--- config.mk ---
export PLATFORM = sky130hd
export DESIGN_NAME = peak_to_peak_vu_bar_meter_core_flat
export DESIGN_NICKNAME = d
export VERILOG_FILES = /design/src/sv/pvu_pkg.sv /design/src/sv/pvu_in_if.sv /design/src/sv/pvu_out_if.sv /design/src/sv/pvu_ram.sv /design/src/sv/pvu_cfg_regs.sv /design/src/sv/pvu_datapath.sv /design/src/sv/pvu_ctrl.sv /design/src/sv/peak_to_peak_vu_bar_meter_core.sv /design/src/flat_wrapper.sv
export SDC_FILE = /design/constraint.sdc
export NUM_CORES = 1
export LEC_CHECK = 0
export ABC_AREA = 0
export BUFFER_PORTS_ARGS = -buffer_cell sky130_fd_sc_hd__buf_2
export CAP_MARGIN = 30
export CORE_MARGIN = 2
export CORE_UTILIZATION = 60
export CTS_CLUSTER_DIAMETER = 30
export DETAILED_ROUTE_END_ITERATION = 12
export PLACE_DENSITY = 0.87
export SLEW_MARGIN = 40
export SYNTH_ARGS = -nofsm -noshare
export SYNTH_HDL_FRONTEND = slang
export SYNTH_SLANG_ARGS = --single-unit
--- constraint.sdc ---
create_clock -name clk -period 9.4 [get_ports clk]
set_input_delay 1.41 -clock clk [delete_from_list [all_inputs] [get_ports clk]]
set_output_delay 1.41 -clock clk [all_outputs]
set_load 0.03 [all_outputs]
--- src/sv/pvu_pkg.sv ---
// shared types, constants and functions of the peak-to-peak vu bar meter
// no dependencies; every other file of the block but pvu_ram imports this package
`default_nettype none

package pvu_pkg;

  localparam int unsigned SAMPLE_W          = 10;
  localparam int unsigned MIN_W             = 11;
  localparam int unsigned LEVEL_W           = 10;
  localparam int unsigned COL_W             = 3;
  localparam int unsigned LIT_W             = 4;
  localparam int unsigned COLOR_W           = 16;
  localparam int unsigned LED_COUNT         = 8;
  localparam int unsigned STEP_COUNT        = 7;
  localparam int unsigned MAX_RESULTS       = 8;
  localparam int unsigned COLUMN_COUNT_DEF  = 8;

  // apb side
  localparam int unsigned CFG_AW      = 5;
  localparam int unsigned CFG_DW      = 32;
  localparam int unsigned CFG_IDX_W   = 3;

  // window minimum before any sample
  localparam logic [MIN_W-1:0] NO_MIN = 11'd1024;

  // led colour codes
  localparam logic [1:0] COLOR_OFF    = 2'd0;
  localparam logic [1:0] COLOR_GREEN  = 2'd1;
  localparam logic [1:0] COLOR_YELLOW = 2'd2;
  localparam logic [1:0] COLOR_RED    = 2'd3;

  typedef logic [STEP_COUNT-1:0][LEVEL_W-1:0] step_arr_t;
  typedef logic [LED_COUNT-1:0][1:0]          color_arr_t;

  localparam step_arr_t STEP_RESET = {
    10'd425, 10'd360, 10'd295, 10'd230, 10'd195, 10'd130, 10'd65
  };

  localparam color_arr_t LED_COLOR = {
    COLOR_RED, COLOR_RED, COLOR_YELLOW, COLOR_YELLOW, COLOR_YELLOW,
    COLOR_GREEN, COLOR_GREEN, COLOR_GREEN
  };

  // commands from the controller to the datapath
  typedef struct packed {
    logic take;        // input transfer this cycle
    logic rd;          // read the level store at the emit counter
    logic load;        // load the result register from the read data
    logic emit_clear;  // frame starts, emit counter back to column 0
    logic emit_next;   // result taken, move to the next column
  } dp_cmd_t;

  // status from the datapath to the controller
  typedef struct packed {
    logic frame_end;   // a window end now would fill the last column
    logic emit_last;   // emit counter sits on the final result of a frame
  } dp_stat_t;

  // one more than the highest-numbered step exceeded, at least one
  function automatic logic [LIT_W-1:0] lit_for_level(input logic [LEVEL_W-1:0] level,
                                                     input step_arr_t steps);
    logic [LIT_W-1:0] lit;
    lit = LIT_W'(1);
    for (int k = 0; k < STEP_COUNT; k++) begin
      if (level > steps[k]) begin
        lit = LIT_W'(k + 2);
      end
    end
    return lit;
  endfunction

  function automatic logic [COLOR_W-1:0] colors_for_lit(input logic [LIT_W-1:0] lit);
    logic [COLOR_W-1:0] bits;
    bits = '0;
    for (int i = 0; i < LED_COUNT; i++) begin
      if (LIT_W'(i) < lit) begin
        bits[2*i +: 2] = LED_COLOR[i];
      end
    end
    return bits;
  endfunction

endpackage

`default_nettype wire

--- src/sv/pvu_in_if.sv ---
// sample channel: valid/ready handshake with microphone sample and window flag
// depends on pvu_pkg
`default_nettype none

interface pvu_in_if import pvu_pkg::*; ();
  logic                valid;
  logic                ready;
  logic [SAMPLE_W-1:0] mic_sample;
  logic                window_end;

  modport source (output valid, output mic_sample, output window_end, input ready);
  modport sink   (input valid, input mic_sample, input window_end, output ready);
endinterface

`default_nettype wire

--- src/sv/pvu_out_if.sv ---
// column result channel: valid/ready handshake with one bar column per transfer
// depends on pvu_pkg
`default_nettype none

interface pvu_out_if import pvu_pkg::*; ();
  logic               valid;
  logic               ready;
  logic [COL_W-1:0]   column_index;
  logic [LIT_W-1:0]   lit_count;
  logic [COLOR_W-1:0] led_colors;
  logic               last_column;

  modport source (output valid, output column_index, output lit_count,
                  output led_colors, output last_column, input ready);
  modport sink   (input valid, input column_index, input lit_count,
                  input led_colors, input last_column, output ready);
endinterface

`default_nettype wire

--- src/sv/pvu_ram.sv ---
// generic single-write, single-read ram with registered read data
// no dependencies
`default_nettype none

module pvu_ram #(
  parameter int unsigned WIDTH = 10,
  parameter int unsigned DEPTH = 8,
  localparam int unsigned AW   = (DEPTH > 1) ? $clog2(DEPTH) : 1
) (
  input  logic             clk,
  input  logic             we,
  input  logic [AW-1:0]    waddr,
  input  logic [WIDTH-1:0] wdata,
  input  logic             re,
  input  logic [AW-1:0]    raddr,
  output logic [WIDTH-1:0] rdata
);

  logic [WIDTH-1:0] mem [DEPTH];

  always_ff @(posedge clk) begin
    if (we) begin
      mem[waddr] <= wdata;
    end
    if (re) begin
      rdata <= mem[raddr];
    end
  end

endmodule

`default_nettype wire

--- src/sv/pvu_cfg_regs.sv ---
// apb register file for the seven level steps
// depends on pvu_pkg
`default_nettype none

module pvu_cfg_regs import pvu_pkg::*; (
  input  logic              clk,
  input  logic              rst_n,
  input  logic              psel,
  input  logic              penable,
  input  logic              pwrite,
  input  logic [CFG_AW-1:0] paddr,
  input  logic [CFG_DW-1:0] pwdata,
  output logic [CFG_DW-1:0] prdata,
  output logic              pready,
  output step_arr_t         steps
);

  step_arr_t            step_r;
  step_arr_t            step_nxt;
  logic [CFG_IDX_W-1:0] idx;
  logic                 idx_ok;

  assign idx    = paddr[CFG_AW-1:2];
  assign idx_ok = idx < CFG_IDX_W'(STEP_COUNT);
  assign pready = 1'b1;
  assign steps  = step_r;

  always_comb begin
    step_nxt = step_r;
    if (psel && penable && pwrite && idx_ok) begin
      step_nxt[idx] = pwdata[LEVEL_W-1:0];
    end
  end

  always_comb begin
    prdata = '0;
    if (idx_ok) begin
      prdata = CFG_DW'(step_r[idx]);
    end
  end

  always_ff @(posedge clk) begin
    if (!rst_n) begin
      step_r <= STEP_RESET;
    end else begin
      step_r <= step_nxt;
    end
  end

endmodule

`default_nettype wire

--- src/sv/pvu_datapath.sv ---
// window trackers, column level store, emit counter and result register
// depends on pvu_pkg and pvu_ram
`default_nettype none

module pvu_datapath import pvu_pkg::*; #(
  parameter int unsigned COLUMN_COUNT = COLUMN_COUNT_DEF
) (
  input  logic                clk,
  input  logic                rst_n,
  input  dp_cmd_t             cmd,
  output dp_stat_t            stat,
  input  logic [SAMPLE_W-1:0] mic_sample,
  input  logic                window_end,
  input  step_arr_t           steps,
  output logic [COL_W-1:0]    column_index,
  output logic [LIT_W-1:0]    lit_count,
  output logic [COLOR_W-1:0]  led_colors,
  output logic                last_column
);

  localparam int unsigned PTR_W  = (COLUMN_COUNT > 1) ? $clog2(COLUMN_COUNT) : 1;
  localparam int unsigned N_RES  = (COLUMN_COUNT < MAX_RESULTS) ? COLUMN_COUNT : MAX_RESULTS;
  localparam int unsigned EMIT_W = (N_RES > 1) ? $clog2(N_RES) : 1;

  logic [SAMPLE_W-1:0] max_r, max_nxt, max_upd;
  logic [MIN_W-1:0]    min_r, min_nxt, min_upd;
  logic [PTR_W-1:0]    ptr_r, ptr_nxt;
  logic [EMIT_W-1:0]   emit_r, emit_nxt;
  logic [LEVEL_W-1:0]  level;
  logic [LEVEL_W-1:0]  rd_level;
  logic [LIT_W-1:0]    lit;
  logic                ptr_last;
  logic                emit_last;

  // both trackers see every sample, window end sample included
  assign max_upd = (mic_sample > max_r) ? mic_sample : max_r;
  assign min_upd = ({1'b0, mic_sample} < min_r) ? {1'b0, mic_sample} : min_r;

  always_comb begin
    if (min_upd >= NO_MIN || {1'b0, max_upd} < min_upd) begin
      level = '0;
    end else begin
      level = max_upd - min_upd[LEVEL_W-1:0];
    end
  end

  assign ptr_last  = ptr_r == PTR_W'(COLUMN_COUNT - 1);
  assign emit_last = emit_r == EMIT_W'(N_RES - 1);

  assign stat.frame_end = window_end && ptr_last;
  assign stat.emit_last = emit_last;

  always_comb begin
    max_nxt = max_r;
    min_nxt = min_r;
    ptr_nxt = ptr_r;
    if (cmd.take) begin
      if (window_end) begin
        max_nxt = '0;
        min_nxt = NO_MIN;
        ptr_nxt = ptr_last ? '0 : ptr_r + 1'b1;
      end else begin
        max_nxt = max_upd;
        min_nxt = min_upd;
      end
    end
  end

  always_comb begin
    emit_nxt = emit_r;
    if (cmd.emit_clear) begin
      emit_nxt = '0;
    end else if (cmd.emit_next) begin
      emit_nxt = emit_r + 1'b1;
    end
  end

  always_ff @(posedge clk) begin
    if (!rst_n) begin
      max_r  <= '0;
      min_r  <= NO_MIN;
      ptr_r  <= '0;
      emit_r <= '0;
    end else begin
      max_r  <= max_nxt;
      min_r  <= min_nxt;
      ptr_r  <= ptr_nxt;
      emit_r <= emit_nxt;
    end
  end

  pvu_ram #(
    .WIDTH (LEVEL_W),
    .DEPTH (COLUMN_COUNT)
  ) u_level_store (
    .clk   (clk),
    .we    (cmd.take && window_end),
    .waddr (ptr_r),
    .wdata (level),
    .re    (cmd.rd),
    .raddr (PTR_W'(emit_r)),
    .rdata (rd_level)
  );

  assign lit = lit_for_level(rd_level, steps);

  // result register, held while the sink stalls
  always_ff @(posedge clk) begin
    if (cmd.load) begin
      column_index <= COL_W'(emit_r);
      lit_count    <= lit;
      led_colors   <= colors_for_lit(lit);
      last_column  <= emit_last;
    end
  end

endmodule

`default_nettype wire

--- src/sv/pvu_ctrl.sv ---
// controller: sample intake, then one read-load-present round per column result
// depends on pvu_pkg
`default_nettype none

module pvu_ctrl import pvu_pkg::*; (
  input  logic     clk,
  input  logic     rst_n,
  input  logic     in_valid,
  output logic     in_ready,
  output logic     out_valid,
  input  logic     out_ready,
  input  dp_stat_t stat,
  output dp_cmd_t  cmd
);

  localparam logic [1:0] S_IDLE = 2'd0;
  localparam logic [1:0] S_RD   = 2'd1;
  localparam logic [1:0] S_LD   = 2'd2;
  localparam logic [1:0] S_OUT  = 2'd3;

  logic [1:0] state_r, state_nxt;

  assign in_ready  = state_r == S_IDLE;
  assign out_valid = state_r == S_OUT;

  always_comb begin
    state_nxt      = state_r;
    cmd            = '0;
    cmd.take       = in_valid && in_ready;
    case (state_r)
      S_IDLE: begin
        if (cmd.take && stat.frame_end) begin
          cmd.emit_clear = 1'b1;
          state_nxt      = S_RD;
        end
      end
      S_RD: begin
        cmd.rd    = 1'b1;
        state_nxt = S_LD;
      end
      S_LD: begin
        cmd.load  = 1'b1;
        state_nxt = S_OUT;
      end
      S_OUT: begin
        if (out_ready) begin
          if (stat.emit_last) begin
            state_nxt = S_IDLE;
          end else begin
            cmd.emit_next = 1'b1;
            state_nxt     = S_RD;
          end
        end
      end
      default: begin
        state_nxt = S_IDLE;
      end
    endcase
  end

  always_ff @(posedge clk) begin
    if (!rst_n) begin
      state_r <= S_IDLE;
    end else begin
      state_r <= state_nxt;
    end
  end

endmodule

`default_nettype wire

--- src/sv/peak_to_peak_vu_bar_meter_core.sv ---
// top level of the peak-to-peak vu bar meter: apb registers, controller, datapath
// depends on pvu_pkg, pvu_in_if, pvu_out_if, pvu_cfg_regs, pvu_ctrl, pvu_datapath
//
//   channel   direction  handshake             payload
//   in_chan   sink       valid / ready         mic_sample[9:0], window_end
//   out_chan  source     valid / ready         column_index[2:0], lit_count[3:0],
//                                              led_colors[15:0], last_column
//   cfg_*     apb slave  psel/penable/pready   paddr[4:0], pwdata/prdata[31:0]
//
// a sample is taken every cycle while no frame is being sent
// the window end that fills the last column starts a frame of min(COLUMN_COUNT, 8)
// results; each goes through a level store read, a result load and presentation,
// held while the sink stalls, and the sample side is held off meanwhile
// reset (rst_n, synchronous) clears trackers, column pointer, state and the steps;
// the level store itself is not cleared
`default_nettype none

module peak_to_peak_vu_bar_meter_core import pvu_pkg::*; #(
  parameter int unsigned COLUMN_COUNT = COLUMN_COUNT_DEF
) (
  input  logic              clk,
  input  logic              rst_n,
  pvu_in_if.sink            in_chan,
  pvu_out_if.source         out_chan,
  input  logic              cfg_psel,
  input  logic              cfg_penable,
  input  logic              cfg_pwrite,
  input  logic [CFG_AW-1:0] cfg_paddr,
  input  logic [CFG_DW-1:0] cfg_pwdata,
  output logic [CFG_DW-1:0] cfg_prdata,
  output logic              cfg_pready
);

  step_arr_t steps;
  dp_cmd_t   cmd;
  dp_stat_t  stat;

  // level steps, to be written only while the meter is idle; the block does not enforce it
  pvu_cfg_regs u_cfg (
    .clk     (clk),
    .rst_n   (rst_n),
    .psel    (cfg_psel),
    .penable (cfg_penable),
    .pwrite  (cfg_pwrite),
    .paddr   (cfg_paddr),
    .pwdata  (cfg_pwdata),
    .prdata  (cfg_prdata),
    .pready  (cfg_pready),
    .steps   (steps)
  );

  // sequencing of intake and the column burst
  pvu_ctrl u_ctrl (
    .clk       (clk),
    .rst_n     (rst_n),
    .in_valid  (in_chan.valid),
    .in_ready  (in_chan.ready),
    .out_valid (out_chan.valid),
    .out_ready (out_chan.ready),
    .stat      (stat),
    .cmd       (cmd)
  );

  // max/min tracking, level store and colour mapping
  pvu_datapath #(
    .COLUMN_COUNT (COLUMN_COUNT)
  ) u_dp (
    .clk          (clk),
    .rst_n        (rst_n),
    .cmd          (cmd),
    .stat         (stat),
    .mic_sample   (in_chan.mic_sample),
    .window_end   (in_chan.window_end),
    .steps        (steps),
    .column_index (out_chan.column_index),
    .lit_count    (out_chan.lit_count),
    .led_colors   (out_chan.led_colors),
    .last_column  (out_chan.last_column)
  );

  // the two sides never run at once
  a_exclusive: assert property (@(posedge clk) disable iff (!rst_n)
    !(in_chan.ready && out_chan.valid))
    else $error("sample intake open while a column result is shown");

  // the final transfer of a frame reopens the intake
  a_frame_close: assert property (@(posedge clk) disable iff (!rst_n)
    out_chan.valid && out_chan.ready && out_chan.last_column |=> in_chan.ready)
    else $error("intake not reopened after the last column");

  // the bottom led of every column is lit green
  a_bottom_led: assert property (@(posedge clk) disable iff (!rst_n)
    out_chan.valid |-> (out_chan.led_colors[1:0] == COLOR_GREEN && out_chan.lit_count != '0))
    else $error("column result with no lit led");

  // a non-final transfer is followed by the next column once it is read and loaded
  a_column_order: assert property (@(posedge clk) disable iff (!rst_n)
    out_chan.valid && out_chan.ready && !out_chan.last_column |=>
      ##2 (out_chan.valid && out_chan.column_index == $past(out_chan.column_index, 3) + 3'd1))
    else $error("column results out of order");

endmodule

`default_nettype wire

--- src/flat_wrapper.sv ---
// flat-port wrapper written by rule: the top's interface ports become plain ports
module peak_to_peak_vu_bar_meter_core_flat import pvu_pkg::*;
#(
  parameter int unsigned COLUMN_COUNT = COLUMN_COUNT_DEF
)
  (clk, rst_n, cfg_psel, cfg_penable, cfg_pwrite, cfg_paddr, cfg_pwdata, cfg_prdata, cfg_pready, in_chan_valid, in_chan_mic_sample, in_chan_window_end, in_chan_ready, out_chan_valid, out_chan_column_index, out_chan_lit_count, out_chan_led_colors, out_chan_last_column, out_chan_ready);
  pvu_in_if in_chan_i ();
  pvu_out_if out_chan_i ();
  input  logic clk;
  input  logic rst_n;
  input  logic cfg_psel;
  input  logic cfg_penable;
  input  logic cfg_pwrite;
  input  logic [CFG_AW-1:0] cfg_paddr;
  input  logic [CFG_DW-1:0] cfg_pwdata;
  output logic [CFG_DW-1:0] cfg_prdata;
  output logic cfg_pready;
  input wire logic [$bits(in_chan_i.valid)-1:0] in_chan_valid;
  input wire logic [$bits(in_chan_i.mic_sample)-1:0] in_chan_mic_sample;
  input wire logic [$bits(in_chan_i.window_end)-1:0] in_chan_window_end;
  output wire logic [$bits(in_chan_i.ready)-1:0] in_chan_ready;
  output wire logic [$bits(out_chan_i.valid)-1:0] out_chan_valid;
  output wire logic [$bits(out_chan_i.column_index)-1:0] out_chan_column_index;
  output wire logic [$bits(out_chan_i.lit_count)-1:0] out_chan_lit_count;
  output wire logic [$bits(out_chan_i.led_colors)-1:0] out_chan_led_colors;
  output wire logic [$bits(out_chan_i.last_column)-1:0] out_chan_last_column;
  input wire logic [$bits(out_chan_i.ready)-1:0] out_chan_ready;
  assign in_chan_i.valid = in_chan_valid;
  assign in_chan_i.mic_sample = in_chan_mic_sample;
  assign in_chan_i.window_end = in_chan_window_end;
  assign in_chan_ready = in_chan_i.ready;
  assign out_chan_valid = out_chan_i.valid;
  assign out_chan_column_index = out_chan_i.column_index;
  assign out_chan_lit_count = out_chan_i.lit_count;
  assign out_chan_led_colors = out_chan_i.led_colors;
  assign out_chan_last_column = out_chan_i.last_column;
  assign out_chan_i.ready = out_chan_ready;
  peak_to_peak_vu_bar_meter_core #(.COLUMN_COUNT(COLUMN_COUNT)) u_core (.clk(clk), .rst_n(rst_n), .in_chan(in_chan_i), .out_chan(out_chan_i), .cfg_psel(cfg_psel), .cfg_penable(cfg_penable), .cfg_pwrite(cfg_pwrite), .cfg_paddr(cfg_paddr), .cfg_pwdata(cfg_pwdata), .cfg_prdata(cfg_prdata), .cfg_pready(cfg_pready));
endmodule
==> results.sh, run 1 <==
export IMPL_status="finished, final reports clean"
export IMPL_vias_per_cell=6.13
export IMPL_report_final_slew_viol_count=0
export IMPL_peakVddDrop_mv=0.157
export IMPL_grt_max_degree=88
export IMPL_fill_cells=1284
export IMPL_syn_area_um2=11300
export IMPL_rsz0062_at_grt="no"
export IMPL_seq_area_um2=5140
export IMPL_clk_latency_ps=520
export IMPL_layout_common_cells="167 x nand2_1, 107 x ha_1, 105 x edfxtp_1"
export IMPL_final_common_cell="nand2_1"
export IMPL_cts_buffers_inserted=41
export IMPL_stdcell_area_um2=13000
export IMPL_regToRegSetupSlack_ps=4570
export IMPL_dpl_cell_area_um2=11700
export IMPL_hp_class="flip-flop to flip-flop"
export IMPL_clockRootBuffer="clkbuf_16"
export IMPL_ant_nets=0
export IMPL_grt_overflow_total=0
export IMPL_worst_path_max_fanout=9
export IMPL_syn_to_final_growth_pct=15.4
export IMPL_hold_viol_final=0
export IMPL_crit_start="in_chan_mic_sample[3]"
export IMPL_synth_warnings=0
export IMPL_postCtsHoldBufs=0
export IMPL_clk_path_buf_depth=3
export IMPL_antennaDiodeCount=0
export IMPL_drt_first_pass_iters=5
export IMPL_synth_edf_count=105
export IMPL_postCtsResizedCells=0
export IMPL_seq_area_frac_synth_pct=45.6
export IMPL_p_leak_uw=0.00518
export IMPL_io_buffers=60
export IMPL_drive_above_1_share_pct=16.5
export IMPL_hold_worst_slack_ps=462
export IMPL_endpoint="u_core.u_dp.u_level_store.mem[5][7]"
export IMPL_tightestPinTransition_ps=792
export IMPL_die_w_um=141
export IMPL_start_kind="input pin"
export IMPL_drv_cap=0
export IMPL_wl_um=28400
export IMPL_postSynthAreaPerCell_um2=10.5
export IMPL_synth_async_reset_ratio_pct=0
export IMPL_clk_pin_slew_ps=50
export IMPL_synth_top_area_share_pct=28.0
export IMPL_num_rows=50
export IMPL_ys_types=57
export IMPL_wl_per_cell_um=20.1
export IMPL_globalRouteTotalUtil_pct=28.7
export IMPL_synth_area_leader_cell="edfxtp_1"
export IMPL_ys_ff_latch=204
export IMPL_vias=8668
export IMPL_grt_pass1_vias=8603
export IMPL_initial_core_util_pct=60.6
export IMPL_r2r_end="u_core.u_dp.u_level_store.mem[5][7]"
export IMPL_crit_required_ps=9630
export IMPL_cts_sinks=204
export IMPL_finalCritPeriodShare_pct=58.2
export IMPL_multiInputGateArea_um2=5520
export IMPL_preCtsSetupSlack_ps=3300
export IMPL_dp_cells=1339
export IMPL_slew_headroom_pct=46.7
export IMPL_setup_viol=0
export IMPL_drt_iter0_drc=809
export IMPL_h_tree_depth=2
export IMPL_die_y_um=141
export IMPL_finClkSkew_ps=13.8
export IMPL_final_net_count=1312
export IMPL_reg2regPathDepth=17
export IMPL_r2r_start="u_core.u_dp.max_r[3]"
export IMPL_fmax_mhz=183
export IMPL_place_hpwl_um=19100
export IMPL_drc=0
export IMPL_ys_flop_type="edfxtp_1"
export IMPL_synthCells=1073
export IMPL_finalWeightedCongestion=0.906
export IMPL_min_period_ps=5470
export IMPL_setup_tns_ps=0
export IMPL_cp_arrival_ps=5700
export IMPL_antenna_found_initial=0
export IMPL_worst_slack_ps=3930
export IMPL_cts_setup_buffers=0
export IMPL_critPathKind="input pin to flip-flop"
export IMPL_netlist_top_cells_area="edfxtp_1 28%, dfxtp_1 18%, ha_1 12%"
export IMPL_cts_tree="yes"
export IMPL_die_area_um2=19900
export IMPL_p_per_area_nw_per_um2=195
export IMPL_io_pins=114
export IMPL_endpoint_kind="flip-flop"
export IMPL_grt_pass1_wl_um=44600
export IMPL_layout_cells_non_filler=1413
export IMPL_coreArea_um2=18600
## cells by family after synthesis
kind of cell	synth area share [%]
other	0.0667
AOI/OAI and AO/OA	13.2
buffers and inverters	6.70
muxes	9.83
and+or+nand+nor	12.0
DFF	45.6
xor gates and xnor gates	0.544
adders and majority gates	12.1
## worst min-delay path by stage
| stage | startpoint | endpoint | slack (ps) | cells past startpoint |
|---|---|---|---|---|
| 2_1_floorplan | u_core.u_dp.min_r[10] | u_core.u_dp.min_r[10] | 440 | 2 |
| 3_5_place_dp | u_core.u_cfg.steps[46] | u_core.u_cfg.steps[46] | 460 | 2 |
| 5_1_grt | u_core.u_cfg.steps[46] | u_core.u_cfg.steps[46] | 480 | 2 |
| 3_3_place_gp | u_core.u_dp.min_r[10] | u_core.u_dp.min_r[10] | 450 | 2 |
| 4_1_cts | u_core.u_cfg.steps[46] | u_core.u_cfg.steps[46] | 460 | 2 |
| 6_report | u_core.u_cfg.steps[46] | u_core.u_cfg.steps[46] | 460 | 2 |
## metrics by stage
step           total power [uW]  util [%]
4_1_cts                    2540      69.8
2_1_floorplan              1150         -
3_3_place_gp               1200      62.9
5_1_grt                    2610      69.9
6_report                   2540      69.9
3_5_place_dp               1210      62.9
## registers in the layout, summed over array words and instances (netlist names)
signal / cells
u_core.u_dp.emit_r: 3
u_core.u_dp.min_r: 11
u_core.u_cfg.steps: 70
u_core.u_dp.ptr_r: 3
u_core.u_dp.u_level_store.rdata: 10
u_core.u_dp.u_level_store.mem: 80
u_core.u_ctrl.state_r: 2
u_core.u_dp.column_index: 3
u_core.u_dp.last_column: 1
u_core.u_dp.lit_count: 3
u_core.u_dp.max_r: 10
u_core.u_dp.led_colors: 8
## synthesized netlist by cell type, drive strengths merged (13+ instances only)
library cell / number
nand2: 167
ha: 107
edfxtp: 105
dfxtp: 99
inv: 97
a21boi: 45
a21oi: 42
buf: 40
nor2: 39
clkbuf: 29
mux4: 27
o211ai: 26
o21ai: 26
mux2i: 24
mux2: 20
nor3: 20
nand3: 18
nor2b: 14
nand4: 13
## final cells by class
class / count / share of cell area [%]
Multi-Input combinational cell: 731 / 42.5
Inverter: 97 / 2.80
Clock buffer: 54 / 8.50
Sequential cell: 204 / 39.5
Tap cell: 234 / 2.25
Timing Repair Buffer: 74 / 3.13
Clock inverter: 19 / 1.32
## layer usage
metal	global-route usage, %	wire [um]	up-vias
li1	-	-	3984
met1	33.7	10900	4168
met2	49.8	14100	415
met3	5.50	1970	101
met4	15.7	1430	0
met5	0	0	-
## worst max-delay path, stage by stage
cell and delay (ps):
buf_2 140, ha_1 310, a21o_1 170, a21o_1 200, a221o_1 400, a221oi_2 320
nor2b_1 120, buf_4 210, mux2_4 330, ha_1 290, nor2b_1 130, o21a_1 190
o21a_1 220, o21a_1 270, a221oi_2 520, buf_2 290, nor2_1 160
## where the power goes
group | internal, uW | switching, uW | leakage (uW) | total (uW)
clock network | 878 | 456 | 0.000618 | 1330
logic | 78.3 | 148 | 0.00280 | 227
registers | 969 | 8.72 | 0.00176 | 978
No activity file was read; power rests on OpenSTA's default activity.
==> run 2: changes to the inputs <==
- clock period: 9.4 -> 5.5 ns (I/O delays scaled with it)
==> run 2 against run 1 <==
Global-route usage shrank 0.37 points. First-iteration DRC count grew 6.9%. Highest routed layer unchanged. Setup slack lost 3100 ps. Register-to-register slack lost 3700 ps. Non-clock buffer count grew 1. Utilization grew 0.75 points. Sequential power grew 71%. Largest cell class unchanged. Flip-flop and latch count is the same. Die area is the same. Critical path depth is the same. Total power grew 78%. Worst hold slack gained 12 ps.
==> results.sh, run 2 (synthesized netlist as in run 1, its figures left out) <==
export IMPL_status="finished, final reports clean"
export IMPL_endpoint_kind="flip-flop"
export IMPL_io_buffers=60
export IMPL_vias_per_cell=6.08
export IMPL_initial_core_util_pct=60.6
export IMPL_dpl_cell_area_um2=11700
export IMPL_tightestPinTransition_ps=764
export IMPL_stdcell_area_um2=13100
export IMPL_cts_setup_buffers=0
export IMPL_fill_cells=1281
export IMPL_grt_overflow_total=0
export IMPL_globalRouteTotalUtil_pct=28.3
export IMPL_postCtsResizedCells=0
export IMPL_report_final_slew_viol_count=0
export IMPL_finalCritPeriodShare_pct=85.8
export IMPL_place_hpwl_um=18600
export IMPL_drt_iter0_drc=865
export IMPL_cts_tree="yes"
export IMPL_clk_latency_ps=520
export IMPL_largest_reg_flops=80
export IMPL_clockRootBuffer="clkbuf_16"
export IMPL_p_leak_uw=0.00525
export IMPL_peakVddDrop_mv=0.298
export IMPL_worst_path_max_fanout=10
export IMPL_syn_to_final_growth_pct=16.6
export IMPL_vias=8604
export IMPL_setup_tns_ps=0
export IMPL_wl_per_cell_um=19.8
export IMPL_coreArea_um2=18600
export IMPL_die_y_um=141
export IMPL_antennaDiodeCount=0
export IMPL_drc=0
export IMPL_hp_class="flip-flop to flip-flop"
export IMPL_crit_required_ps=5760
export IMPL_die_area_um2=19900
export IMPL_seq_area_um2=5140
export IMPL_antenna_found_initial=0
export IMPL_p_total_uw=4520
export IMPL_cts_sinks=204
export IMPL_clk_path_buf_depth=3
export IMPL_wl_um=28000
export IMPL_finClkSkew_ps=24.8
export IMPL_grt_max_degree=87
export IMPL_postCtsHoldBufs=0
export IMPL_layout_common_cells="167 x nand2_1, 107 x ha_1, 105 x edfxtp_1"
export IMPL_num_rows=50
export IMPL_start_kind="input pin"
export IMPL_fmax_mhz=212
export IMPL_grt_pass1_wl_um=44300
export IMPL_hold_viol_final=0
export IMPL_slew_headroom_pct=48.6
export IMPL_clk_pin_slew_ps=50
export IMPL_critPathKind="input pin to flip-flop"
export IMPL_multiInputGateArea_um2=5520
export IMPL_io_pins=114
export IMPL_h_tree_depth=2
export IMPL_grt_pass1_vias=8510
export IMPL_final_common_cell="nand2_1"
export IMPL_cp_arrival_ps=4970
export IMPL_setup_viol=0
export IMPL_min_period_ps=4720
export IMPL_ant_nets=0
export IMPL_cts_buffers_inserted=41
export IMPL_finalWeightedCongestion=0.892
export IMPL_die_w_um=141
export IMPL_p_per_area_nw_per_um2=344
export IMPL_regMostFlops="u_core.u_dp.u_level_store.mem"
export IMPL_rsz0062_at_grt="no"
export IMPL_drt_first_pass_iters=5
export IMPL_drive_above_1_share_pct=17.4
export IMPL_final_net_count=1313
export IMPL_drv_cap=0
-- run 2: changes by cell type in the layout (fill, tap and decap cells not counted), moves of 2 or more --
cell | previous run | this run
nor3_2 | 2 | 0
nor3_1 | 18 | 20
buf_4 | 12 | 14
clkbuf_8 | 3 | 8
clkinvlp_4 | 3 | 6
clkbuf_1 | 10 | 5
clkinv_1 | 3 | 0
clkbuf_16 | 41 | 44
-- run 2: path summary, 6_finish.rpt --
check / startpoint / to / slack, ps / depth (start not counted)
setup reg to reg: u_core.u_dp.max_r[3] / u_core.u_dp.u_level_store.mem[5][8] / 870 / 17
setup / recovery: in_chan_mic_sample[3] / u_core.u_dp.u_level_store.mem[5][8] / 780 / 17
hold / removal: u_core.u_cfg.steps[46] / u_core.u_cfg.steps[46] / 470 / 2
hold reg to reg: u_core.u_cfg.steps[46] / u_core.u_cfg.steps[46] / 470 / 2
-- run 2: metrics by stage --
step	util [%]	worst slack, ps	cells	hold slack, ps
global placement	62.9	347	1341	453
floorplan	-	960	1101	439
global route	70.7	538	1416	497
finish	70.7	783	1416	474
detailed placement	63.0	557	1341	463
CTS	70.6	881	1416	474
-- run 2: cell type report --
cell class                 instances  area share, %
timing repair buffer              75           3.17
tap                              234           2.23
multi-input combinational        731           42.0
clock buffer                      57           9.37
clock inverter                    18           1.35
sequential                       204           39.1
inverter                          97           2.77
-- run 2: power breakdown --
part,switching (uW),total [uW],internal (uW)
clock,809,2470,1660
combinational,248,384,135
sequential,13.8,1670,1660
total,1070,4520,3450
-- run 2: worst max-delay path, cell delays in order --
cell and delay [ps]:
buf_2 140, ha_1 310, a21o_1 170, a21o_1 180, a221o_1 380, a221oi_2 330
nor2b_2 210, mux2i_1 200, ha_1 180, inv_1 60, fa_1 390, a21o_1 190
a21oi_1 230, o21ai_0 200, o41ai_1 460, xor2_1 120, nor2_1 380
-- run 2: routing by layer --
metal | track usage, % | vias up | share of wire (%)
met3 | 5.30 | 95 | 7.5
li1 | - | 3990 | -
met2 | 48.9 | 406 | 50
met1 | 34.4 | 4113 | 39
met5 | 0 | - | 0
met4 | 13.6 | 0 | 3.8
